--- src/hw/rtl/tilu_pkg.sv ---
// ----------------------------------------------------------------------------
// tilu_pkg
// Shared types and constants for the table interpolation lookup block.
// ----------------------------------------------------------------------------
package tilu_pkg;

    localparam int TABLE_DEPTH = 256;
    localparam int IDX_W       = $clog2(TABLE_DEPTH);
    localparam int KEY_W       = 24;
    localparam int VAL_W       = 24;
    localparam int CFG_W       = 9;
    localparam int DEPTH_W     = $clog2(TABLE_DEPTH + 1);
    localparam int CNT_W       = (DEPTH_W > CFG_W) ? DEPTH_W : CFG_W;
    localparam int MIN_ENTRIES = 2;
    localparam int QUEUE_DEPTH = 2;
    localparam int QPTR_W      = (QUEUE_DEPTH > 1) ? $clog2(QUEUE_DEPTH) : 1;
    localparam int DIV_STEPS   = VAL_W;
    localparam int STEP_W      = $clog2(DIV_STEPS);

    localparam logic KIND_LOAD  = 1'b0;
    localparam logic KIND_QUERY = 1'b1;

    localparam logic STATUS_OK    = 1'b0;
    localparam logic STATUS_SHORT = 1'b1;

    typedef enum logic {
        OP_LOAD  = 1'b0,
        OP_QUERY = 1'b1
    } t_op;

    typedef struct packed {
        logic              kind;
        logic [7:0]        entry_index;
        logic [KEY_W-1:0]  entry_key;
        logic [VAL_W-1:0]  entry_value;
        logic [KEY_W-1:0]  query_key;
    } t_in_item;

    typedef struct packed {
        logic [VAL_W-1:0]  value_out;
        logic              status;
    } t_out_item;

    typedef struct packed {
        t_op               op;
        logic [IDX_W-1:0]  idx;
        logic [KEY_W-1:0]  key;
        logic [VAL_W-1:0]  value;
    } t_cmd;

    typedef struct packed {
        logic [KEY_W-1:0]  key;
        logic [VAL_W-1:0]  value;
    } t_entry;

    typedef enum logic [2:0] {
        S_IDLE,
        S_FIRST,
        S_LAST,
        S_SEARCH,
        S_DIFF,
        S_MUL,
        S_DIV,
        S_FIN
    } t_back_state;

endpackage

--- src/hw/rtl/tilu_queue.sv ---
// ----------------------------------------------------------------------------
// tilu_queue
// Short command queue between front and back.
// ----------------------------------------------------------------------------
module tilu_queue (
    input  logic           i_clk,
    input  logic           i_rst_n,
    input  logic           i_push,
    input  tilu_pkg::t_cmd i_data,
    output logic           o_full,
    output logic           o_valid,
    input  logic           i_pop,
    output tilu_pkg::t_cmd o_data
);

    tilu_pkg::t_cmd                r_buf [tilu_pkg::QUEUE_DEPTH];
    logic [tilu_pkg::QPTR_W-1:0]   r_wp;
    logic [tilu_pkg::QPTR_W-1:0]   r_rp;
    logic [tilu_pkg::QPTR_W:0]     r_cnt;
    logic [tilu_pkg::QPTR_W-1:0]   n_wp;
    logic [tilu_pkg::QPTR_W-1:0]   n_rp;
    logic [tilu_pkg::QPTR_W:0]     n_cnt;
    logic                          do_push;
    logic                          do_pop;

    localparam logic [tilu_pkg::QPTR_W-1:0] LAST_PTR =
        tilu_pkg::QPTR_W'(tilu_pkg::QUEUE_DEPTH - 1);

    assign o_full  = (r_cnt == (tilu_pkg::QPTR_W + 1)'(tilu_pkg::QUEUE_DEPTH));
    assign o_valid = (r_cnt != '0);
    assign o_data  = r_buf[r_rp];
    assign do_push = i_push && !o_full;
    assign do_pop  = i_pop && o_valid;

    always_comb begin
        n_wp  = r_wp;
        n_rp  = r_rp;
        n_cnt = r_cnt;
        if (do_push) begin
            n_wp = (r_wp == LAST_PTR) ? '0 : r_wp + 1'b1;
        end
        if (do_pop) begin
            n_rp = (r_rp == LAST_PTR) ? '0 : r_rp + 1'b1;
        end
        unique case ({do_push, do_pop})
            2'b10:   n_cnt = r_cnt + 1'b1;
            2'b01:   n_cnt = r_cnt - 1'b1;
            default: n_cnt = r_cnt;
        endcase
    end

    always_ff @(posedge i_clk) begin
        if (!i_rst_n) begin
            r_wp  <= '0;
            r_rp  <= '0;
            r_cnt <= '0;
        end else begin
            r_wp  <= n_wp;
            r_rp  <= n_rp;
            r_cnt <= n_cnt;
        end
    end

    always_ff @(posedge i_clk) begin
        if (do_push) begin
            r_buf[r_wp] <= i_data;
        end
    end

endmodule

--- config.mk ---
export PLATFORM = sky130hd
export DESIGN_NAME = tilu_queue
export DESIGN_NICKNAME = d
export VERILOG_FILES = /design/src/hw/rtl/tilu_pkg.sv /design/src/hw/rtl/tilu_queue.sv
export SDC_FILE = /design/constraint.sdc
export NUM_CORES = 1
export LEC_CHECK = 0
export BUFFER_PORTS_ARGS = -buffer_cell sky130_fd_sc_hd__buf_2
export CAP_MARGIN = 25
export CORE_UTILIZATION = 46
export CTS_CLUSTER_DIAMETER = 200
export DETAILED_ROUTE_END_ITERATION = 10
export PLACE_DENSITY_LB_ADDON = 0.12
export SKIP_CTS_REPAIR_TIMING = 1
export SYNTH_ARGS = -nofsm -noshare
export SYNTH_HDL_FRONTEND = slang
export SYNTH_SLANG_ARGS = --single-unit
--- constraint.sdc ---
create_clock -name i_clk -period 2.4 [get_ports i_clk]
set_clock_uncertainty 0.2 [all_clocks]
set_input_delay 0.24 -clock i_clk [delete_from_list [all_inputs] [get_ports i_clk]]
set_output_delay 0.24 -clock i_clk [all_outputs]
set_load 0.05 [all_outputs]
======== After elaboration in Yosys (flattened, before gate mapping) ========
Memories as Yosys holds them, arrays and structs flattened. A register that Yosys moved wholly into a read port is not among the register bits.
Cells that the tools add are included.
storage, ports and cells
  register bits ........................... 4
  bits in writable memories ............... 114
  bits of input ports ..................... 61
  word-level logic and storage cells ...... 23
  memories ................................ 1
cells by class
  add/sub/neg operators ................... 4
  equal/unequal tests ..................... 3
  muxes and demuxes ....................... 7
  reductions and logical operators ........ 5
memory list
  memory  words  width  rd ports  clocked after Yosys merged registers in  write ports  RTL line          source
  r_buf   2      57     1         1                                        1            tilu_queue.sv:16  tilu_pkg::t_cmd r_buf [tilu_pkg::QUEUE_DEPTH];
operators by type and width
  kind                                                 count
  2-to-1 mux 1 bit                                     6
  equality test 2 bit, second input constant           2
  one-hot mux 2 bit (2 select lines)                   1
  nonzero test 2 bit                                   2
  adder 1 bit, second input constant                   2
  adder 2 x 1 -> 2 bit, second input constant          1
  equality test 2 x 1 -> 1 bit, second input constant  1
  logical AND 1 bit                                    2
  subtractor 2 x 1 -> 2 bit, second input constant     1
  zero test 1 bit                                      1

======== Logic depth before layout (Yosys ltp) ========
Gate-level depths: netlist of the first run.
  depth in word-level cells ............... 5
  gate-level depth with buffers ........... 6
  gate-level depth less buffers ........... 6

======== Worst setup path after synthesis of the first run ========
OpenSTA, ideal clock, no wires.
  kind .................................... register to register
  start point ............................. register r_cnt[0] in the netlist's numbering
  end point ............................... memory r_buf[0][0] in the netlist's numbering, enable pin
  arrival ................................. 2123 ps
  slack ................................... -334 ps
  stages on the path, launching flop included .. 5
  buffers on the path ..................... 0
  clock period less this slack ............ 2734 ps
  path through ............................ dfxtp_1 -> nand2b_2 -> inv_2 -> or3_1 -> inv_1
between the ends
  word-level cells in the longest chain between the ends .. 5
ends and longest elaborated chain
  item                                    RTL line          source
  start, declared                         tilu_queue.sv:19  logic [tilu_pkg::QPTR_W:0] r_cnt;
  start signal, assigned                  tilu_queue.sv:60  r_cnt <= n_cnt;
  equality test 2 bit                     tilu_queue.sv:29  assign o_full = (r_cnt == (tilu_pkg::QPTR_W + 1)'(tilu_pkg::QUEUE_DEPTH));
  named net o_full                        tilu_queue.sv:10  output logic o_full,
  zero test 1 bit                         tilu_queue.sv:32  assign do_push = i_push && !o_full;
  logical AND 1 bit                       tilu_queue.sv:32
  2-to-1 mux 1 bit                        tilu_queue.sv:65  if (do_push) begin
  2-to-1 mux 1 bit (not written as such)  tilu_queue.sv:66  r_buf[r_wp] <= i_data;
  end, declared                           tilu_queue.sv:16
The timed path passes the listed nets, and every way through them passes these cells.

==> impl_results.md, run 1 <==
* Final number of max-transition violations at 0
* Hold crit path type: in2reg
* WL final at 8.110 mm
* Post-synth EDFFs at 114
* Routed wire length per instance at 15.48 um
* Max_slew headroom at 0.6871
* Final min period at 2.233 ns
* Switch share at 0.3639
* DR vias/cell at 4.821
* Core region area at 0.009196 sq mm
* PD cells at 1228 mW/mm^2
* Critical Path Start Type: flop
* Reg power frac at 0.350
* Distinct cells, synth at 19
* Fillers at 641
* Via count at 2,526
* Total CTS buffers at 17
* Initial antenna violation count at 0
* First-pass GRT wire length at 11.53 mm
* Outcome: finished, final reports clean
* Maximum VDD drop at 0.6761 mV
* WS Path Type: reg2out
* TNS Setup at 0 ns
* Die area at 0.009831 sq mm
* Most common cell in the netlist: edfxtp_1
* Worst skew pair latency at 0.50 ns
* H-tree depth at 4
* Pint at 0.004907 W
* Total iterations of the first detailed-routing run at 4
* Final net count at 462
* IO Count at 120
* Final Cell Area at 0.006285 sq mm
* Lkg Pwr at 2.402 nW
* Die Ht at 99.15 um
* 1st-iter DRT viols at 74
* CTS tree: built
* Number of global-route vias before repair at 2,365
* Seq/Total Area, Yosys at 0.8115
* GRT Util Overall at 0.1626
* Remaining DRCs at 0
* Worst-margin pin slew at 0.4694 ns
* Post-synth ARST share at 0
* Tcrit/Tclk final at 0.9303
* Syn-to-layout area delta at 44.76%
* Maximum buffer depth of the clock tree at 2
* WP data arrival at 1.79 ns
* Gpl congestion at 0.6991
* Register bit total from synthesis at 119
* Gate power share at 0.350
* Ys Warns at 0
* Syn_nets at 265
* Dpl cell area at 0.005140 sq mm
* Top post-synthesis cells by area: edfxtp_1 (79%), mux2_2 (15%), dfxtp_1 (2.3%)
* Mapped Area at 0.004342 sq mm
* Post-route ant nets at 0
* I/O Buffers at 119
* Clock share of power at 0.300
* Layout cells sized above 1 at 0.5254
* TritonCTS Sinks at 119
* Syn Area/Cell at 21.39 sq um
* MaxCap Viol Count at 0
* GRT overflow at 0
* Final Hold Vio Count at 0
* Initial core utilization at 0.4721
* Crit path max fanout at 30
* Element type at the critical path end: output port
* Synth top area share at 0.7885
* Row count at 35
* Mapped Cells at 203
* Root Driver: clkbuf_8
* Largest net degree at the start of global routing at 31
* Synth cell count leaders: edfxtp_1 (114), mux2_2 (57), dfxtp_1 (5)
* Antenna diodes at 0
* HPWL after DPL at 4.802 mm
* Sw Pwr at 0.002807 W
* Largest area contributor in the netlist: edfxtp_1
* WP data required at 1.96 ns
* Chip Width at 99.15 um
* Unrepaired setup endpoints after global routing: false
* Final setup violating endpoints at 0
* FMAX at 447.9 MHz
* Top_reg_cell synth: edfxtp_1
* Clock transition at path regs at 0.06 ns
## layout by cell type, fill, tap and decap left out, types with 3 or more instances in the layout
cell	instances
clkinvlp_4	4
dfxtp_1	4
clkinv_2	4
xnor2_1	3
edfxtp_1	114
mux2_2	57
clkbuf_16	16
dlygate4sd3_1	59
buf_12	4
buf_2	119
clkinv_4	3
## registers in the layout, summed over array words and instances, names as in the netlist, named ones only
register	count
r_cnt	2
r_rp	1
r_wp	1
r_buf	114
## area by class of cell
type	instances	area (sq um)	share of cell area
multi-input combinational	75	770.7	0.1226
timing repair buffer	184	1281	0.2039
inverter	3	15.01	0.002389
sequential	119	3525	0.5608
clock inverter	13	132.6	0.02110
clock buffer	19	421.7	0.06709
tap	111	138.9	0.02210
## per-layer routing
layer	track usage	routed length, um
met1	0.1762	3245
met2	0.2711	4223
met3	0.08082	486
met4	0.07014	155
met5	0	0
## stage by stage
stage	utilization	total power [W]	hold WS (ns)	worst slack, ns	cells
after floorplan	-	0.004804	0.1389	0.05957	203
after global placement	0.5589	0.005361	0.2274	0.4637	433
after detailed placement	0.5589	0.005380	0.2316	0.4324	433
after CTS	0.6192	0.007724	-0.3010	0.1138	465
after global routing	0.6834	0.008025	0.01412	0.06809	524
final	0.6834	0.007715	0.003522	0.1674	524
## logic make-up after synthesis
logic type                 Yosys count  share of synthesized area
DFF                                119                     0.8115
muxes                               57                     0.1478
buffers and inverters                9                    0.01124
and+or+nand+nor                      9                    0.01297
AOI/OAI and AO/OA                    5                   0.007493
xor gates and xnor gates             3                   0.006053
adders and majority gates            1                   0.002881
## worst max-delay path: stages, from the launching register on
cell	delay [ns]
dfxtp_2	0.32
buf_4	0.36
mux2_2	0.40
buf_2	0.21
## power by group through the flow
| stage | registers (W) | logic (W) | clock network, W |
|---|---|---|---|
| floorplan | 0.00273 | 0.00208 | 0 |
| global placement | 0.00273 | 0.00263 | 0 |
| detailed placement | 0.00275 | 0.00263 | 0 |
| CTS | 0.00271 | 0.00265 | 0.00237 |
| global route | 0.00273 | 0.00283 | 0.00246 |
| finish | 0.00270 | 0.00270 | 0.00232 |
## final timing paths
check | start | end | slack (ns) | cells after the start
worst max-delay path | flop | o_data[36] | 0.17 | 3
worst max register to register | r_cnt[0]$_SDFFE_PN0P_ | r_buf[0][9]$_DFFE_PP_ | 0.42 | 5
worst min-delay path | i_pop | r_rp$_SDFFE_PN0P_ | 0.004 | 4
worst min register to register | r_wp$_SDFFE_PN0P_ | r_wp$_SDFFE_PN0P_ | 0.29 | 2
Note: power is estimated with default switching activity, not from simulation.
==> run 2, diff against run 1 <==
--- a/config.mk
+++ b/config.mk
@@ -5,9 +5,10 @@
 export SDC_FILE = /design/constraint.sdc
 export NUM_CORES = 1
 export LEC_CHECK = 0
+export ABC_AREA = 1
 export BUFFER_PORTS_ARGS = -buffer_cell sky130_fd_sc_hd__buf_2
 export CAP_MARGIN = 25
-export CORE_UTILIZATION = 46
+export CORE_UTILIZATION = 47
 export CTS_CLUSTER_DIAMETER = 200
 export DETAILED_ROUTE_END_ITERATION = 10
 export PLACE_DENSITY_LB_ADDON = 0.12
==> impl_results.md, run 2 <==
* Outcome: finished, final reports clean
* Syn-to-layout area delta at 46.04%
* Worst-margin pin slew at 0.3196 ns
* Top_reg_cell synth: edfxtp_1
* Max FFs per register at 114
* 1st-iter DRT viols at 67
* Ys Warns at 0
* Critical Path Start Type: flop
* Hold crit path type: in2reg
* Worst skew pair latency at 0.50 ns
* GRT Util Overall at 0.1573
* Top post-synthesis cells by area: edfxtp_1 (76%), mux2_4 (10%), mux2_2 (6.8%)
* TritonCTS Sinks at 119
* Remaining DRCs at 0
* Syn_nets at 277
* Final number of max-transition violations at 0
* Largest register by flop count: r_buf
* Register bit total from synthesis at 119
* Gpl congestion at 0.6764
* Routed wire length per instance at 14.59 um
* Lkg Pwr at 2.585 nW
* MaxCap Viol Count at 0
* Post-synth ARST share at 0
* Final net count at 475
* Mapped Area at 0.004476 sq mm
* Row count at 35
* Met1 Usage GRT at 0.1738
* WP data required at 1.96 ns
* Mapped Cells at 215
* Initial antenna violation count at 0
* Crit path max fanout at 24
* Post-route ant nets at 0
* WS Path Type: reg2out
* Post-synth EDFFs at 114
* Dpl cell area at 0.005275 sq mm
* Antenna diodes at 0
* Syn Area/Cell at 20.82 sq um
* Clock transition at path regs at 0.06 ns
* Chip Width at 99.58 um
* Regs by FF count: r_buf (114), r_cnt (2)
* Met3 usage at 0.06184
* Crit path largest cell delay at 0.47 ns
* Most used routing layer: met2
* Element type at the critical path end: output port
* First-pass GRT wire length at 11.38 mm
* Largest area contributor in the netlist: edfxtp_1
* Met2 Usage GRT at 0.2671
* Distinct cells, synth at 15
* Final setup violating endpoints at 0
* Root Driver: clkbuf_8
* HPWL after DPL at 4.739 mm
* IO Count at 120
* CTS tree: built
* I/O Buffers at 119
* Commonest cells after routing, fill and taps aside: buf_2 (119), edfxtp_1 (114), dlygate4sd3_1 (60)
* Number of global-route vias before repair at 2,426
* Max_slew headroom at 0.7869
* Maximum buffer depth of the clock tree at 2
* Slowest CP cell: dfxtp_4
* Design Power at 0.007200 W
* Final Cell Area at 0.006536 sq mm
* Final Hold Vio Count at 0
* Core region area at 0.009240 sq mm
* Worst path cell trace: buf_12 -> mux2_2 -> buf_2
* Final WS setup at 0.1561 ns
* Total iterations of the first detailed-routing run at 4
* Final min period at 2.244 ns
* Largest net degree at the start of global routing at 58
* Synth top area share at 0.7649
* GRT overflow at 0
* Maximum VDD drop at 0.7661 mV
* Tcrit/Tclk final at 0.9350
* DR vias/cell at 4.602
* Synth cell count leaders: edfxtp_1 (114), mux2_4 (30), mux2_2 (27), nor2_1 (12), nand2_1 (8)
* Die area at 0.009916 sq mm
* WL final at 8.098 mm
* Most common cell in the netlist: edfxtp_1
* Initial core utilization at 0.4844
* Seq/Total Area, Yosys at 0.7873
* WP data arrival at 1.80 ns
* TNS Setup at 0 ns
* Die Ht at 99.58 um
* FMAX at 445.6 MHz
* Unrepaired setup endpoints after global routing: false
* Total CTS buffers at 17
* Via count at 2,554
* DP Worst Slack at 0.5525 ns
* H-tree depth at 4
* PD cells at 1102 mW/mm^2
* Worst hold slack at 0.2547 ns
* Commonest non-fill, non-tap cell in the layout: buf_2
* Layout cells sized above 1 at 0.5047
## run 2: report_power, final
group          total, W  internal (W)  switching [W]
Combinational   0.00183      0.000608        0.00122
Clock           0.00274       0.00189       0.000851
Sequential      0.00263       0.00254      0.0000844
Total           0.00720       0.00504        0.00216
## run 2: critical path: cells and delay by family, from the launching register on
family	cells	cell delay, ns
mux	1	0.36
flops	1	0.47
buf+inv	2	0.45
## run 2: cell families (layout without fill, tap and decap cells)
logic type | count (synthesis) | in the layout | share of synthesized area
AOI/OAI and AO/OA | 3 | 3 | 0.003912
DFF | 119 | 119 | 0.7873
and+or+nand+nor | 22 | 22 | 0.01929
adders and majority gates | 1 | 1 | 0.002795
muxes | 57 | 57 | 0.1686
buffers and inverters | 13 | 224 | 0.01817
## run 2: area by class of cell
| type | count | area, sq um |
|---|---|---|
| clock inverters | 13 | 227.7 |
| multi-input cells | 83 | 885.9 |
| repair buffers | 185 | 1282 |
| inverters | 7 | 30.03 |
| flip-flops and latches | 119 | 3527 |
| fillers | 620 | 2704 |
| clock buffers | 19 | 421.7 |
| well taps | 129 | 161.4 |
## run 2: final timing paths
path	start	endpoint	slack, ns	cells past startpoint
hold reg to reg	r_rp$_SDFFE_PN0P_	r_rp$_SDFFE_PN0P_	0.31	2
hold / removal	i_data[14]	r_buf[0][14]$_DFFE_PP_	0.25	2
setup reg to reg	r_cnt[0]$_SDFFE_PN0P_	r_buf[1][33]$_DFFE_PP_	0.63	5
setup / recovery	flop	o_data[43]	0.16	3
## run 2: per-stage QoR
stage          utilization  cells
2_1_floorplan            -    215
3_3_place_gp        0.5709    462
3_5_place_dp        0.5709    462
4_1_cts             0.6412    494
5_1_grt             0.7074    555
6_report            0.7074    555
## run 2: layer usage
metal,part of all wire,wire [um]
met1,0.42,3415
met2,0.52,4214
met3,0.046,369
met4,0.012,99
met5,0,0
==> run 3, diff against run 2 <==
==> constraint.sdc (replaced) <==
create_clock -name i_clk -period 2 [get_ports i_clk]
set_clock_uncertainty 0.2 [all_clocks]
set_input_delay 0.2 -clock i_clk [delete_from_list [all_inputs] [get_ports i_clk]]
set_output_delay 0.2 -clock i_clk [all_outputs]
set_load 0.05 [all_outputs]
==> impl_results.md, run 3 (synthesis results as in run 2) <==
* Maximum buffer depth of the clock tree at 2
* Crit path max fanout at 7
* 1st-iter DRT viols at 108
* TritonCTS Sinks at 119
* Root Driver: clkbuf_8
* Max FFs per register at 114
* FMAX at 488.2 MHz
* PD cells at 1271 mW/mm^2
* Worst skew pair latency at 0.49 ns
* Crit path largest cell delay at 0.38 ns
* Regs by FF count: r_buf (114), r_cnt (2)
* Total CTS buffers at 17
* Antenna diodes at 0
* Worst path cell trace: buf_12 -> clkbuf_16 -> mux2_4 -> buf_6
* Layout cells sized above 1 at 0.5285
* I/O Buffers at 119
* Hold crit path type: in2reg
* Number of global-route vias before repair at 2,421
* Syn-to-layout area delta at 62.31%
* Final Cell Area at 0.007264 sq mm
* First-pass GRT wire length at 11.74 mm
* HPWL after DPL at 4.913 mm
* Critical Path Start Type: flop
* Tcrit/Tclk final at 1.024
* Initial antenna violation count at 0
* Lkg Pwr at 2.904 nW
* Core region area at 0.009240 sq mm
* GRT overflow at 0
* IO Count at 120
* WL final at 9.738 mm
* Die Ht at 99.58 um
* Max_slew headroom at 0.7721
* Element type at the critical path end: output port
* Outcome: complete, but fails checks
* Gpl congestion at 0.6877
* Commonest cells after routing, fill and taps aside: edfxtp_1 (114), buf_2 (66), dlygate4sd3_1 (61)
* Final number of max-transition violations at 0
* Unrepaired setup endpoints after global routing: true
* R2R cell count at 6
* CTS tree: built
* WS Path Type: reg2out
* Maximum VDD drop at 0.8062 mV
* Routed wire length per instance at 17.14 um
* Final Hold Vio Count at 0
* Largest register by flop count: r_buf
* WP data arrival at 1.65 ns
* Final min period at 2.048 ns
* Largest net degree at the start of global routing at 58
* Worst-margin pin slew at 0.3419 ns
* H-tree depth at 4
* DP Worst Slack at 0.2862 ns
* Total iterations of the first detailed-routing run at 4
* Post-layout util at 0.7862
* Fillers at 507
* MaxCap Viol Count at 0
* Slowest CP cell: dfxtp_4
* TNS Setup at -1.442 ns
* Initial core utilization at 0.4844
* Hold Path Depth at 2
* Clock transition at path regs at 0.06 ns
* Die area at 0.009916 sq mm
* Remaining DRCs at 0
* Post-route ant nets at 0
* Failing checks: negative setup slack
* WP data required at 1.60 ns
* Final net count at 489
* Final setup violating endpoints at 49
* Commonest non-fill, non-tap cell in the layout: edfxtp_1
* Row count at 35
* Chip Width at 99.58 um
* DR vias/cell at 4.775
* Final WS setup at -0.04845 ns
* GRT Util Overall at 0.1636
* Via count at 2,712
* Dpl cell area at 0.005311 sq mm
==> run 3: cell types whose count changed in the layout (fill, tap and decap cells not counted), moves of 2 or more <==
| cell | previous run | this run |
|---|---|---|
| clkbuf_16 | 16 | 20 |
| mux2_2 | 27 | 6 |
| buf_2 | 119 | 66 |
| buf_16 | 0 | 2 |
| bufinv_16 | 6 | 4 |
| buf_8 | 0 | 24 |
| buf_12 | 3 | 6 |
| buf_6 | 1 | 33 |
| mux2_4 | 30 | 51 |
==> run 3: final timing paths <==
kind / from / to / slack, ns
max: flop / o_data[26] / -0.05
min: i_data[2] / r_buf[1][2]$_DFFE_PP_ / 0.23
max reg2reg: r_cnt[1]$_SDFFE_PN0P_ / r_buf[1][49]$_DFFE_PP_ / 0.30
min reg2reg: r_rp$_SDFFE_PN0P_ / r_rp$_SDFFE_PN0P_ / 0.31
==> run 3: cell type report <==
type | count | area, sq um | area share
flip-flops and latches | 119 | 3528 | 0.4857
repair buffers | 199 | 1971 | 0.2713
multi-input cells | 83 | 974.7 | 0.1342
clock buffers | 19 | 421.7 | 0.05804
clock inverters | 12 | 177.7 | 0.02446
well taps | 129 | 161.4 | 0.02222
inverters | 7 | 30.03 | 0.004134
==> run 3: critical path: cells and delay by family, from the launching register on <==
family / cells / cell delay [ns]
buffers and inverters: 3 / 0.46
DFF: 1 / 0.38
muxes: 1 / 0.30
==> run 3: routing by layer <==
layer | global-route usage | vias up | routed length (um)
li1 | - | 1256 | -
met1 | 0.1807 | 1364 | 3966
met2 | 0.2863 | 84 | 5250
met3 | 0.05692 | 8 | 455
met4 | 0.07127 | 0 | 65
met5 | 0 | - | 0
==> run 3: report_power, final <==
group / internal (W) / switching (W)
combinational: 0.00135 / 0.00167
clock: 0.00202 / 0.00104
sequential: 0.00305 / 0.0000947
total: 0.00642 / 0.00281
==> run 3: through the flow <==
stage	cells	hold WS [ns]	total power, W
finish	568	0.2291	0.009231
CTS	493	-0.3356	0.008408
floorplan	215	0.09887	0.004892
global placement	462	0.1883	0.005321
detailed placement	462	0.1907	0.005346
global route	568	0.2025	0.009541
