## config.mk

```make
export PLATFORM = sky130hd
export DESIGN_NAME = tilu_front
export DESIGN_NICKNAME = d
export VERILOG_FILES = /design/src/hw/rtl/tilu_pkg.sv /design/src/hw/rtl/tilu_front.sv
export SDC_FILE = /design/constraint.sdc
export NUM_CORES = 1
export LEC_CHECK = 0
export CAP_MARGIN = 0
export CORE_AREA = 2 2 56 58
export DETAILED_ROUTE_END_ITERATION = 8
export DIE_AREA = 0 0 58 60
export DONT_BUFFER_PORTS = 1
export PLACE_DENSITY = 0.38
export SLEW_MARGIN = 20
export SYNTH_ARGS = -nofsm -noshare
export SYNTH_HDL_FRONTEND = slang
export SYNTH_SLANG_ARGS = --single-unit
export TNS_END_PERCENT = 20
```

## constraint.sdc

```tcl
create_clock -name i_clk -period 0.8 [get_ports i_clk]
set_input_delay 0.12 -clock i_clk [delete_from_list [all_inputs] [get_ports i_clk]]
set_output_delay 0.12 -clock i_clk [all_outputs]
set_load 0.02 [all_outputs]
```

## src/hw/rtl/tilu_pkg.sv

```systemverilog
// ----------------------------------------------------------------------------
// tilu_pkg
// Shared types and constants for the table interpolation lookup block.
// ----------------------------------------------------------------------------
package tilu_pkg;

    localparam int TABLE_DEPTH = 256;
    localparam int IDX_W       = $clog2(TABLE_DEPTH);
    localparam int KEY_W       = 24;
    localparam int VAL_W       = 24;
    localparam int CFG_W       = 9;
    localparam int DEPTH_W     = $clog2(TABLE_DEPTH + 1);
    localparam int CNT_W       = (DEPTH_W > CFG_W) ? DEPTH_W : CFG_W;
    localparam int MIN_ENTRIES = 2;
    localparam int QUEUE_DEPTH = 2;
    localparam int QPTR_W      = (QUEUE_DEPTH > 1) ? $clog2(QUEUE_DEPTH) : 1;
    localparam int DIV_STEPS   = VAL_W;
    localparam int STEP_W      = $clog2(DIV_STEPS);

    localparam logic KIND_LOAD  = 1'b0;
    localparam logic KIND_QUERY = 1'b1;

    localparam logic STATUS_OK    = 1'b0;
    localparam logic STATUS_SHORT = 1'b1;

    typedef enum logic {
        OP_LOAD  = 1'b0,
        OP_QUERY = 1'b1
    } t_op;

    typedef struct packed {
        logic              kind;
        logic [7:0]        entry_index;
        logic [KEY_W-1:0]  entry_key;
        logic [VAL_W-1:0]  entry_value;
        logic [KEY_W-1:0]  query_key;
    } t_in_item;

    typedef struct packed {
        logic [VAL_W-1:0]  value_out;
        logic              status;
    } t_out_item;

    typedef struct packed {
        t_op               op;
        logic [IDX_W-1:0]  idx;
        logic [KEY_W-1:0]  key;
        logic [VAL_W-1:0]  value;
    } t_cmd;

    typedef struct packed {
        logic [KEY_W-1:0]  key;
        logic [VAL_W-1:0]  value;
    } t_entry;

    typedef enum logic [2:0] {
        S_IDLE,
        S_FIRST,
        S_LAST,
        S_SEARCH,
        S_DIFF,
        S_MUL,
        S_DIV,
        S_FIN
    } t_back_state;

endpackage

```

## src/hw/rtl/tilu_front.sv

```systemverilog
// ----------------------------------------------------------------------------
// tilu_front
// Accepts input words, classifies them as load or query and drops loads to
// slots beyond the table.
// ----------------------------------------------------------------------------
module tilu_front (
    input  logic               i_clk,
    input  logic               i_rst_n,
    input  logic               start,
    output logic               busy,
    input  tilu_pkg::t_in_item i_item,
    input  logic               i_full,
    output logic               o_push,
    output tilu_pkg::t_cmd     o_cmd
);

    logic is_query;
    logic in_range;
    logic r_seen;

    assign is_query = (i_item.kind == tilu_pkg::KIND_QUERY);
    assign in_range = (tilu_pkg::CNT_W'(i_item.entry_index)
                       < tilu_pkg::CNT_W'(tilu_pkg::TABLE_DEPTH));

    // busy is held during reset so nothing is taken before the queue is clear
    assign busy   = i_full || !r_seen;
    assign o_push = start && !busy && (is_query || in_range);

    always_ff @(posedge i_clk) begin
        if (!i_rst_n) begin
            r_seen <= 1'b0;
        end else begin
            r_seen <= 1'b1;
        end
    end

    always_comb begin
        o_cmd.op    = is_query ? tilu_pkg::OP_QUERY : tilu_pkg::OP_LOAD;
        o_cmd.idx   = tilu_pkg::IDX_W'(i_item.entry_index);
        o_cmd.key   = is_query ? i_item.query_key : i_item.entry_key;
        o_cmd.value = i_item.entry_value;
    end

endmodule

```

# Yosys cells after proc, flatten, opt, wreduce, memory -nomap -nowiden
# Cells that the tools add are included.
# W data, S select, Z words.
[totals] register_bits=1 latchBits=0 mem_bits_rw=0 mem_bits_ro=0 input_bits=85 out_inout_bits=59 word_cells=8 mem_count=0
[op_classes] add_sub_neg=0 multipliers=0 n_div=0 n_lt_le_gt_ge=0 n_eq_ne=0 n_shift=0 n_mux=3 bitwise_logic=0 reduce_logical=4
[ops] op="$mux W24" count=1
[ops] op="$logic_not A1 Y1" count=2
[ops] op="$mux W1" count=2
[ops] op="$logic_and A1 B1 Y1" count=1
[ops] op="$logic_or A1 B1 Y1" count=1

# Depth between registers and ports, before layout
# Gate-level depths: netlist of run 1.
[depth] ltp_word=4 depth_mapped=3 depth_no_buf=1

# Least setup slack after synthesis of run 1
# Ideal clock, no wire load.
[synth_timing] path_kind="input to output" startpoint="input port i_item[80] in the netlist's numbering" endpoint="output port o_cmd[25] in the netlist's numbering" arrival_ns=0.707 required_ns=0.680 setup_slack_ns=-0.027 stages=3 n_path_buf=2 path_cell_list="buf_6 > buf_12 > mux2_4"
[synth_rtl] item="start: declaration" line_no="tilu_front.sv:11" source="input tilu_pkg::t_in_item i_item,"
[synth_rtl] item="end: declaration" line_no="tilu_front.sv:14" source="output tilu_pkg::t_cmd o_cmd"

# Worst setup path in the final report of run 1
[layout_timing] startpoint="register r_seen" endpoint="output port o_push"
[layout_between] elab_chain_cells=4
[layout_rtl] item="start: declaration" line_no="tilu_front.sv:19" source="logic r_seen;"
[layout_rtl] item="start signal: assignment" line_no="tilu_front.sv:31" source="r_seen <= 1'b0;"
[layout_rtl] item="start signal: assignment" line_no="tilu_front.sv:33" source="r_seen <= 1'b1;"
[layout_rtl] item="$logic_not A1 Y1" line_no="tilu_front.sv:26" source="assign busy = i_full || !r_seen;"
[layout_rtl] item="$logic_or A1 B1 Y1" line_no="tilu_front.sv:26"
[layout_rtl] item="$logic_not A1 Y1" line_no="tilu_front.sv:27" source="assign o_push = start && !busy && (is_query || in_range);"
[layout_rtl] item="$logic_and A1 B1 Y1" line_no="tilu_front.sv:27"
[layout_rtl] item="end: declaration" line_no="tilu_front.sv:13" source="output logic o_push,"
# No other way between the ends.

==> results.env, run 1 <==
RUN_STATUS='completed'
SYNTHTOPCELLSBYAREA='sky130_fd_sc_hd__mux2_4 44%, sky130_fd_sc_hd__buf_4 36%, sky130_fd_sc_hd__mux2_2 6.6%'
DP.CELLS=60
SHARE_OF_THE_SYNTHESIZED_AREA_IN_COMPOUND_GATES_AO_OA_AOI_OAI_PCT=0
DRT-INITIAL-DRC-COUNT=4
LARGEST_REG_BY_FF_COUNT='r_seen'
PATH_MAX_FANOUT=2
PART_OF_THE_CYCLE_THE_WORST_PATH_NEEDS_PCT=88.1
CP_CELL_SEQUENCE='and3b_1'
HOLD_PATH_DEPTH=0
ASYNC_FLOP_SHARE_PCT=0
CP_NUM_CELLS=1
CRITPATHKIND='flip-flop to primary output'
SETUP_VIOL_COUNT_FINAL=0
SYNTHMUXAREASHARE_PCT=50.8
SYNTH_ENABLE_FLOP_CELLS=0
CRITICAL_PATH.TOP_DELAY_FAMILY='flip-flops'
GRT_PASS1_VIAS=272
TRACK_USAGE_PCT=4.73
MAPPED_CELLS=63
POST_SYNTH_FA_HA_MAJ_AREA_FRACTION_PCT=0
MOST_AREA_HUNGRY_CELL_TYPE_IN_THE_YOSYS_NETLIST='sky130_fd_sc_hd__mux2_4'
TIMING.FINAL.MAX_SLEW_VIOLATIONS=0
NUM_ROWS=20
WORST-PATH-BUF-INV=0
CORE_AREA_UM2=2900
SYN_TO_FINAL_GROWTH_PCT=-37.9
ROUTE.DETAILED.WL_PER_INST_UM=20.2
START_UTIL_PCT=23.4
BIGGESTREGSBYFLOPS='r_seen (1)'
COMBINATIONALPOWERSHARE_PCT=84.9
FINAL-HOLD-VIOLATION-COUNT=0
POWER.NET_SWITCHING_uW=165
DR.PASS1.ITERS=2
SW_FRAC_OF_TOTAL_PCT=45.4
IRDROPWORSTVDD_mV=0.253
WORSTPATHARRIVAL_NS=0.58
SHARE_OF_POST_ROUTE_CELLS_WITH_DRIVE_STRENGTH_ABOVE_1_PCT=88.9
SYNTH_CELL_COUNT_LEADERS='33 x sky130_fd_sc_hd__buf_4, 20 x sky130_fd_sc_hd__mux2_4, 4 x sky130_fd_sc_hd__mux2_2, 2 x sky130_fd_sc_hd__buf_12'
P_SEQ_SHARE_PCT=15.1
CRITPATHREQUIREDTIME_NS=0.68
SYNTH_FLOP_CELL='sky130_fd_sc_hd__dfxtp_1'
CPPEAKSTAGEDELAY_NS=0.31
SYNTH_LARGEST_TYPE_AREA_FRACTION_PCT=44.2
SYNTH.YOSYS.SEQ_AREA_SHARE_PCT=2.95
SYN-NUM-NETS=148
NUM_IO_PINS=144
MIN_PATH_TYPE='input port to flip-flop'
DRT_DRC_VIOLATIONS_LEFT=0
DIEAREA_UM2=3480
TOTALPOWERFINAL_uW=363
DIE-HEIGHT_UM=60
NUMBER_OF_DISTINCT_LIBRARY_CELL_VARIANTS_IN_THE_GATE_LEVEL_NETLIST_AFTER_SYNTHESIS=8
POST_SYNTH_XOR_AREA_FRACTION_PCT=0
SYNTHSIMPLEGATEAREAFRAC_PCT=2.21
LEAKAGE_nW=0.198
ANTENNA_FOUND_INITIAL=0
PLACE.PORT_BUFFERS=0
START_KIND='flip-flop'
LARGEST_REGISTER_FF_COUNT=1
CTS.REPORTEDPATHS.CLKPINSLEW_NS=0
LAYOUTNONFILLERINSTCOUNT=60
PERIOD_NEEDED_NS=0.705
ROUTABILITY_CONGESTION_ESTIMATE=0.609
YOSYSMOSTFREQUENTCELL='sky130_fd_sc_hd__buf_4'
MAPPEDNETLISTAREA_UM2=679
GRT_REMAINING_OVERFLOW=0
CLOCK_POWER_SHARE_PCT=0
RSZ0062_AT_GRT='no'
NUM_VIAS=281
WORSTMARGINPINSLEW_NS=0.228
WL_UM=1210
CELLINTERNALPOWER_uW=198
WORST_PATH_MAX_DELAY_CELL='sky130_fd_sc_hd__dfxtp_1'
MAX_FREQ_GHz=1.42
ROUTE.DETAILED.VIAS_PER_INST=4.68
SLEW-LIMIT-HEADROOM_PCT=84.9
DIEWIDTH_UM=58
DRT.ANTENNA.VIOLATING_NETS=0
POST_CTS.REPAIR.SETUP_BUFFERS=0
ANTENNADIODECOUNT=0
MAX-CAP-VIOLATIONS=0
FIN_NETS=114
GRT_MAX_DEGREE=26
FLOPS_LATCHES_SYNTH=1
COMBINATIONAL_FAMILY_WITH_THE_MOST_AREA_AFTER_SYNTHESIS='multiplexers'
POST_SYNTHESIS_AREA_PER_INSTANCE_UM2=10.8
FINALHOLDWORSTSLACK_NS=0.148
SYNTH_WARNINGS=0
CRITICAL_PATH_ENDPOINT_CATEGORY='primary output'
HOLD_BUFFER_COUNT_AT_CTS=0
POSTCTSRESIZEDCELLS=0
WIRE_LENGTH_OF_THE_FIRST_GLOBAL_ROUTING_PASS_UM=1350
POWER.DENSITY_CELL_AREA_nW_PER_UM2=862
[power groups by stage]
stage	sequential [mW]	combinational (mW)	clock [mW]
final	0.0550	0.308	0
after global routing	0.0550	0.318	0
after CTS	0.0549	0.310	0
after detailed placement	0.0551	0.309	0
after global placement	0.0546	0.311	0
after floorplan	0.0545	0.595	0
[cell type report]
cell class | instances | area [µm²]
Sequential cell | 1 | 20.0
Fill cell | 324 | 2480
Tap cell | 33 | 41.3
Multi-Input combinational cell | 26 | 360
[cell usage in the layout, fill, tap and decap left out]
cell                       instances
sky130_fd_sc_hd__dfxtp_1           1
sky130_fd_sc_hd__mux2_4           20
sky130_fd_sc_hd__nand2b_1          1
sky130_fd_sc_hd__mux2_2            4
sky130_fd_sc_hd__and3b_1           1
[layer usage]
metal  global-route usage, %  vias to the layer above  share of wire [%]
li1                        -                      106                  -
met1                    5.15                      128                 28
met2                    8.12                       43                 54
met3                    1.73                        4                 16
met4                    2.33                        0                1.7
met5                       0                        -                  0
[through the flow]
| stage | util, % | instance area (µm²) | TNS, ns | setup slack, ns |
|---|---|---|---|---|
| final | 14.5 | 422 | 0 | 0.0951 |
| after global routing | 14.5 | 422 | 0 | 0.0819 |
| after CTS | 14.5 | 422 | 0 | 0.0954 |
| after detailed placement | 14.5 | 422 | 0 | 0.0847 |
| after global placement | 14.5 | 422 | 0 | 0.109 |
| after floorplan | - | 688 | -0.417 | -0.0209 |
[worst paths after layout]
check             slack [ns]  startpoint  endpoint
setup / recovery         0.1      r_seen    o_push
hold / removal          0.15     i_rst_n    r_seen
[kinds of logic (layout without fill, tap and decap cells)]
group | count (synthesis) | in the layout
buffers and inverters | 36 | 0
AND/OR/NAND/NOR | 2 | 2
multiplexers | 24 | 24
flip-flops | 1 | 1
Note: power is estimated with default switching activity, not from simulation.
==> run 2: changes to the inputs <==
--- a/config.mk
+++ b/config.mk
@@ -10,7 +10,7 @@
 export DETAILED_ROUTE_END_ITERATION = 8
 export DIE_AREA = 0 0 58 60
 export DONT_BUFFER_PORTS = 1
-export PLACE_DENSITY = 0.38
+export PLACE_DENSITY_LB_ADDON = 0.3
 export SLEW_MARGIN = 20
 export SYNTH_ARGS = -nofsm -noshare
 export SYNTH_HDL_FRONTEND = slang
==> results.env, run 2 (synthesis gave the netlist of run 1 again) <==
LARGEST_REG_BY_FF_COUNT='r_seen'
DRT.ANTENNA.VIOLATING_NETS=0  # unchanged
MAX_FREQ_GHz=1.44  # +1.5%
PERIOD_NEEDED_NS=0.695  # -0.0102 ns
HOLD_BUFFER_COUNT_AT_CTS=0  # unchanged
CP_NUM_CELLS=1  # unchanged
FIN_NETS=114  # unchanged
POST_CTS.REPAIR.SETUP_BUFFERS=0  # unchanged
TIMING.FINAL.MAX_SLEW_VIOLATIONS=0  # unchanged
FILLCELLCOUNT=326  # +0.62%
SLEW-LIMIT-HEADROOM_PCT=84.2  # -0.73 points
SYN_TO_FINAL_GROWTH_PCT=-37.9  # unchanged
WIRE_LENGTH_OF_THE_FIRST_GLOBAL_ROUTING_PASS_UM=1480  # +9.2%
ROUTABILITY_CONGESTION_ESTIMATE=0.715  # +18%
RSZ0062_AT_GRT='no'
PLACE.PORT_BUFFERS=0  # unchanged
DPL_CELL_AREA_UM2=422  # unchanged
BIGGESTREGSBYFLOPS='r_seen (1)'
GRT_MAX_DEGREE=26  # unchanged
CRITPATHREQUIREDTIME_NS=0.68  # about the same
RUN_STATUS='completed'
NUM_IO_PINS=144  # unchanged
GRT_PASS1_VIAS=286  # +5.1%
LARGEST_REGISTER_FF_COUNT=1  # unchanged
DIEAREA_UM2=3480  # unchanged
CPPEAKSTAGEDELAY_NS=0.30  # about the same
NUM_VIAS=298  # +6.0%
PATH_MAX_FANOUT=2  # unchanged
CRITICAL_PATH_ENDPOINT_CATEGORY='primary output'
POSTCTSRESIZEDCELLS=0  # unchanged
WORST-PATH-BUF-INV=0  # unchanged
DRT-INITIAL-DRC-COUNT=3  # -1
AREA_USED_BY_MULTI_INPUT_COMBINATIONAL_LOGIC_UM2=360  # unchanged
DIEWIDTH_UM=58  # unchanged
DRT_DRC_VIOLATIONS_LEFT=0  # unchanged
CP_CELL_SEQUENCE='and3b_1'
START_KIND='flip-flop'
GRT_REMAINING_OVERFLOW=0  # unchanged
ANTENNADIODECOUNT=0  # unchanged
NUM_ROWS=20  # unchanged
WL_UM=1190  # -1.6%
TRACK_USAGE_PCT=5.23  # +0.50 points
DIE-HEIGHT_UM=60  # unchanged
LEAKAGE_nW=0.198  # unchanged
ROUTE.DETAILED.VIAS_PER_INST=4.97  # +6.0%
START_UTIL_PCT=23.4  # unchanged
SHARE_OF_POST_ROUTE_CELLS_WITH_DRIVE_STRENGTH_ABOVE_1_PCT=88.9  # unchanged
WORSTMARGINPINSLEW_NS=0.238  # +0.0109 ns
MAX-CAP-VIOLATIONS=0  # unchanged
FINAL-HOLD-VIOLATION-COUNT=0  # unchanged
HOLD_PATH_DEPTH=0  # unchanged
IRDROPWORSTVDD_mV=0.510  # +100%
DR.PASS1.ITERS=3  # +1
POST-ROUTE-CELL-AREA_UM2=422  # unchanged
SETUP_TNS_NS=0  # unchanged
ROUTE.DETAILED.WL_PER_INST_UM=19.9  # -1.6%
CRITPATHKIND='flip-flop to primary output'
MIN_PATH_TYPE='input port to flip-flop'
LAYOUT.CELLS.MOST_COMMON_LIST='20 x sky130_fd_sc_hd__mux2_4, 4 x sky130_fd_sc_hd__mux2_2, 1 x sky130_fd_sc_hd__nand2b_1, 1 x sky130_fd_sc_hd__and3b_1, 1 x sky130_fd_sc_hd__dfxtp_1'
WORSTPATHARRIVAL_NS=0.57  # about the same
PART_OF_THE_CYCLE_THE_WORST_PATH_NEEDS_PCT=86.8  # -1.3 points
SETUP_VIOL_COUNT_FINAL=0  # unchanged
ANTENNA_FOUND_INITIAL=0  # unchanged
CRITICAL_PATH.TOP_DELAY_FAMILY='flip-flops'
REGISTER_AREA_UM2=20.0  # unchanged
CORE_AREA_UM2=2900  # unchanged
CTS.REPORTEDPATHS.CLKPINSLEW_NS=0  # unchanged
POWER.DENSITY_CELL_AREA_nW_PER_UM2=869  # +0.81%
WORST_PATH_MAX_DELAY_CELL='sky130_fd_sc_hd__dfxtp_1'
LEADING_CELL_TYPE_IN_THE_LAYOUT_FILL_AND_TAPS_EXCLUDED='sky130_fd_sc_hd__mux2_4'
## run 2: cell counts in the layout (fill, tap and decap cells not counted)
Identical to the previous run, type by type.
## run 2: area by class of cell
cell class                      instances  share of cell area, %
Multi-Input combinational cell         26                   85.5
Sequential cell                         1                   4.75
Tap cell                               33                   9.79
## run 2: path summary, 6_finish.rpt
check	from	endpoint	slack (ns)
worst min-delay path	i_rst_n	r_seen	0.15
worst max-delay path	r_seen	o_push	0.11
## run 2: per-layer routing
| metal | track usage (%) | share of wire [%] | vias to the layer above | routed length [µm] |
|---|---|---|---|---|
| li1 | - | - | 106 | - |
| met1 | 6.06 | 29 | 125 | 349 |
| met2 | 8.60 | 48 | 59 | 574 |
| met3 | 2.16 | 20 | 8 | 237 |
| met4 | 1.99 | 2.4 | 0 | 29 |
| met5 | 0 | 0 | - | 0 |
## run 2: report_power, final
part | total [mW] | switching [mW] | internal (mW)
sequential | 0.0547 | 0.00103 | 0.0537
clock | 0 | 0 | 0
combinational | 0.312 | 0.166 | 0.145
total | 0.366 | 0.167 | 0.199
## run 2: per-stage QoR
step	cells	util, %	power (mW)	worst slack (ns)	hold slack [ns]
after floorplan	63	-	0.650	-0.0209	0.148
after global placement	60	14.5	0.371	0.107	0.148
after detailed placement	60	14.5	0.370	0.104	0.148
after CTS	60	14.5	0.371	0.104	0.148
after global routing	60	14.5	0.378	0.0696	0.148
final	60	14.5	0.366	0.105	0.148
==> run 3: changes to the inputs <==
--- a/config.mk
+++ b/config.mk
@@ -10,7 +10,7 @@
 export DETAILED_ROUTE_END_ITERATION = 8
 export DIE_AREA = 0 0 58 60
 export DONT_BUFFER_PORTS = 1
-export PLACE_DENSITY_LB_ADDON = 0.3
+export PLACE_DENSITY = 0.39
 export SLEW_MARGIN = 20
 export SYNTH_ARGS = -nofsm -noshare
 export SYNTH_HDL_FRONTEND = slang
==> results.env, run 3 (synthesis gave the netlist of run 1 again) <==
MIN_PATH_TYPE='input port to flip-flop'
POST_CTS.REPAIR.SETUP_BUFFERS=0  # unchanged
ROUTE.DETAILED.VIAS_PER_INST=4.75  # -4.4%
CRITICAL_PATH.TOP_DELAY_FAMILY='flip-flops'
SETUP_TNS_NS=0  # unchanged
PERIOD_NEEDED_NS=0.697  # +0.00199 ns
ROUTE.DETAILED.WL_PER_INST_UM=21.5  # +8.5%
SYN_TO_FINAL_GROWTH_PCT=-37.9  # unchanged
LAYOUTNONFILLERINSTCOUNT=60  # unchanged
CPPEAKSTAGEDELAY_NS=0.30  # about the same
CP_NUM_CELLS=1  # unchanged
CRITPATHREQUIREDTIME_NS=0.68  # about the same
WL_UM=1290  # +8.5%
SLEW-LIMIT-HEADROOM_PCT=85.4  # +1.3 points
ANTENNA_FOUND_INITIAL=0  # unchanged
DIEAREA_UM2=3480  # unchanged
DRT.ANTENNA.VIOLATING_NETS=0  # unchanged
MAX-CAP-VIOLATIONS=0  # unchanged
START_UTIL_PCT=23.4  # unchanged
NUM_ROWS=20  # unchanged
WORST_PATH_MAX_DELAY_CELL='sky130_fd_sc_hd__dfxtp_1'
WORSTPATHARRIVAL_NS=0.58  # about the same
DR.PASS1.ITERS=1  # -2
GRT_PASS1_VIAS=253  # -12%
WORSTMARGINPINSLEW_NS=0.220  # -0.0189 ns
DIEWIDTH_UM=58  # unchanged
CORE_AREA_UM2=2900  # unchanged
TRACK_USAGE_PCT=5.14  # -0.090 points
FILLCELLCOUNT=327  # +0.31%
PART_OF_THE_CYCLE_THE_WORST_PATH_NEEDS_PCT=87.1  # +0.25 points
IRDROPWORSTVDD_mV=0.312  # -39%
WIRE_LENGTH_OF_THE_FIRST_GLOBAL_ROUTING_PASS_UM=1330  # -9.8%
SHARE_OF_POST_ROUTE_CELLS_WITH_DRIVE_STRENGTH_ABOVE_1_PCT=88.9  # unchanged
CRITICAL_PATH_ENDPOINT_CATEGORY='primary output'
BIGGESTREGSBYFLOPS='r_seen (1)'
FIN_UTIL_PCT=14.5  # unchanged
PLACE.PORT_BUFFERS=0  # unchanged
TOTALPOWERFINAL_uW=367  # +0.14%
LARGEST_REGISTER_FF_COUNT=1  # unchanged
NUM_VIAS=285  # -4.4%
HOLD_PATH_DEPTH=0  # unchanged
NUM_IO_PINS=144  # unchanged
POSTCTSRESIZEDCELLS=0  # unchanged
GRT_MAX_DEGREE=26  # unchanged
LAYOUT.CELLS.MOST_COMMON_LIST='20 x sky130_fd_sc_hd__mux2_4, 4 x sky130_fd_sc_hd__mux2_2, 1 x sky130_fd_sc_hd__nand2b_1, 1 x sky130_fd_sc_hd__and3b_1, 1 x sky130_fd_sc_hd__dfxtp_1'
FINAL-HOLD-VIOLATION-COUNT=0  # unchanged
GRT_REMAINING_OVERFLOW=0  # unchanged
ANTENNADIODECOUNT=0  # unchanged
CTS.REPORTEDPATHS.CLKPINSLEW_NS=0  # unchanged
FIN_NETS=114  # unchanged
PATH_MAX_FANOUT=2  # unchanged
SETUP_VIOL_COUNT_FINAL=0  # unchanged
WORST-PATH-BUF-INV=0  # unchanged
DIE-HEIGHT_UM=60  # unchanged
MAX_FREQ_GHz=1.44  # -0.29%
START_KIND='flip-flop'
POWER.DENSITY_CELL_AREA_nW_PER_UM2=870  # +0.14%
DP.CELLS=60  # unchanged
RUN_STATUS='completed'
RSZ0062_AT_GRT='no'
DRT-INITIAL-DRC-COUNT=0  # -3
LEAKAGE_nW=0.198  # unchanged
CP_CELL_SEQUENCE='and3b_1'
HOLD_BUFFER_COUNT_AT_CTS=0  # unchanged
LARGEST_REG_BY_FF_COUNT='r_seen'
CRITPATHKIND='flip-flop to primary output'
LEADING_CELL_TYPE_IN_THE_LAYOUT_FILL_AND_TAPS_EXCLUDED='sky130_fd_sc_hd__mux2_4'
TIMING.FINAL.MAX_SLEW_VIOLATIONS=0  # unchanged
ROUTABILITY_CONGESTION_ESTIMATE=0.576  # -19%
DRT_DRC_VIOLATIONS_LEFT=0  # unchanged
-- run 3: cell counts in the layout (fill, tap and decap cells not counted) --
Identical to the previous run, type by type.
-- run 3: per-stage QoR --
stage	worst slack (ns)	instance area (µm²)	hold WS [ns]
2_1_floorplan	-0.0209	688	0.148
5_1_grt	0.0757	422	0.148
3_5_place_dp	0.104	422	0.148
6_report	0.103	422	0.148
3_3_place_gp	0.103	422	0.148
4_1_cts	0.0993	422	0.148
-- run 3: worst paths after layout --
kind | slack (ns) | to | startpoint
worst max-delay path | 0.10 | o_push | r_seen
worst min-delay path | 0.15 | r_seen | i_rst_n
-- run 3: layer usage --
layer	GRT usage (%)	part of all wire, %
met1	5.03	28
met2	9.90	53
met4	3.65	4.6
met5	0	0
met3	0.649	15
-- run 3: layout make-up --
| class | instances | area [µm²] | area share, % |
|---|---|---|---|
| flip-flops and latches | 1 | 20.0 | 4.75 |
| well taps | 33 | 41.3 | 9.79 |
| multi-input cells | 26 | 360 | 85.5 |
-- run 3: report_power, final --
group | total [mW] | switching, mW | internal, mW
combinational | 0.312 | 0.167 | 0.145
clock | 0 | 0 | 0
sequential | 0.0547 | 0.00107 | 0.0537
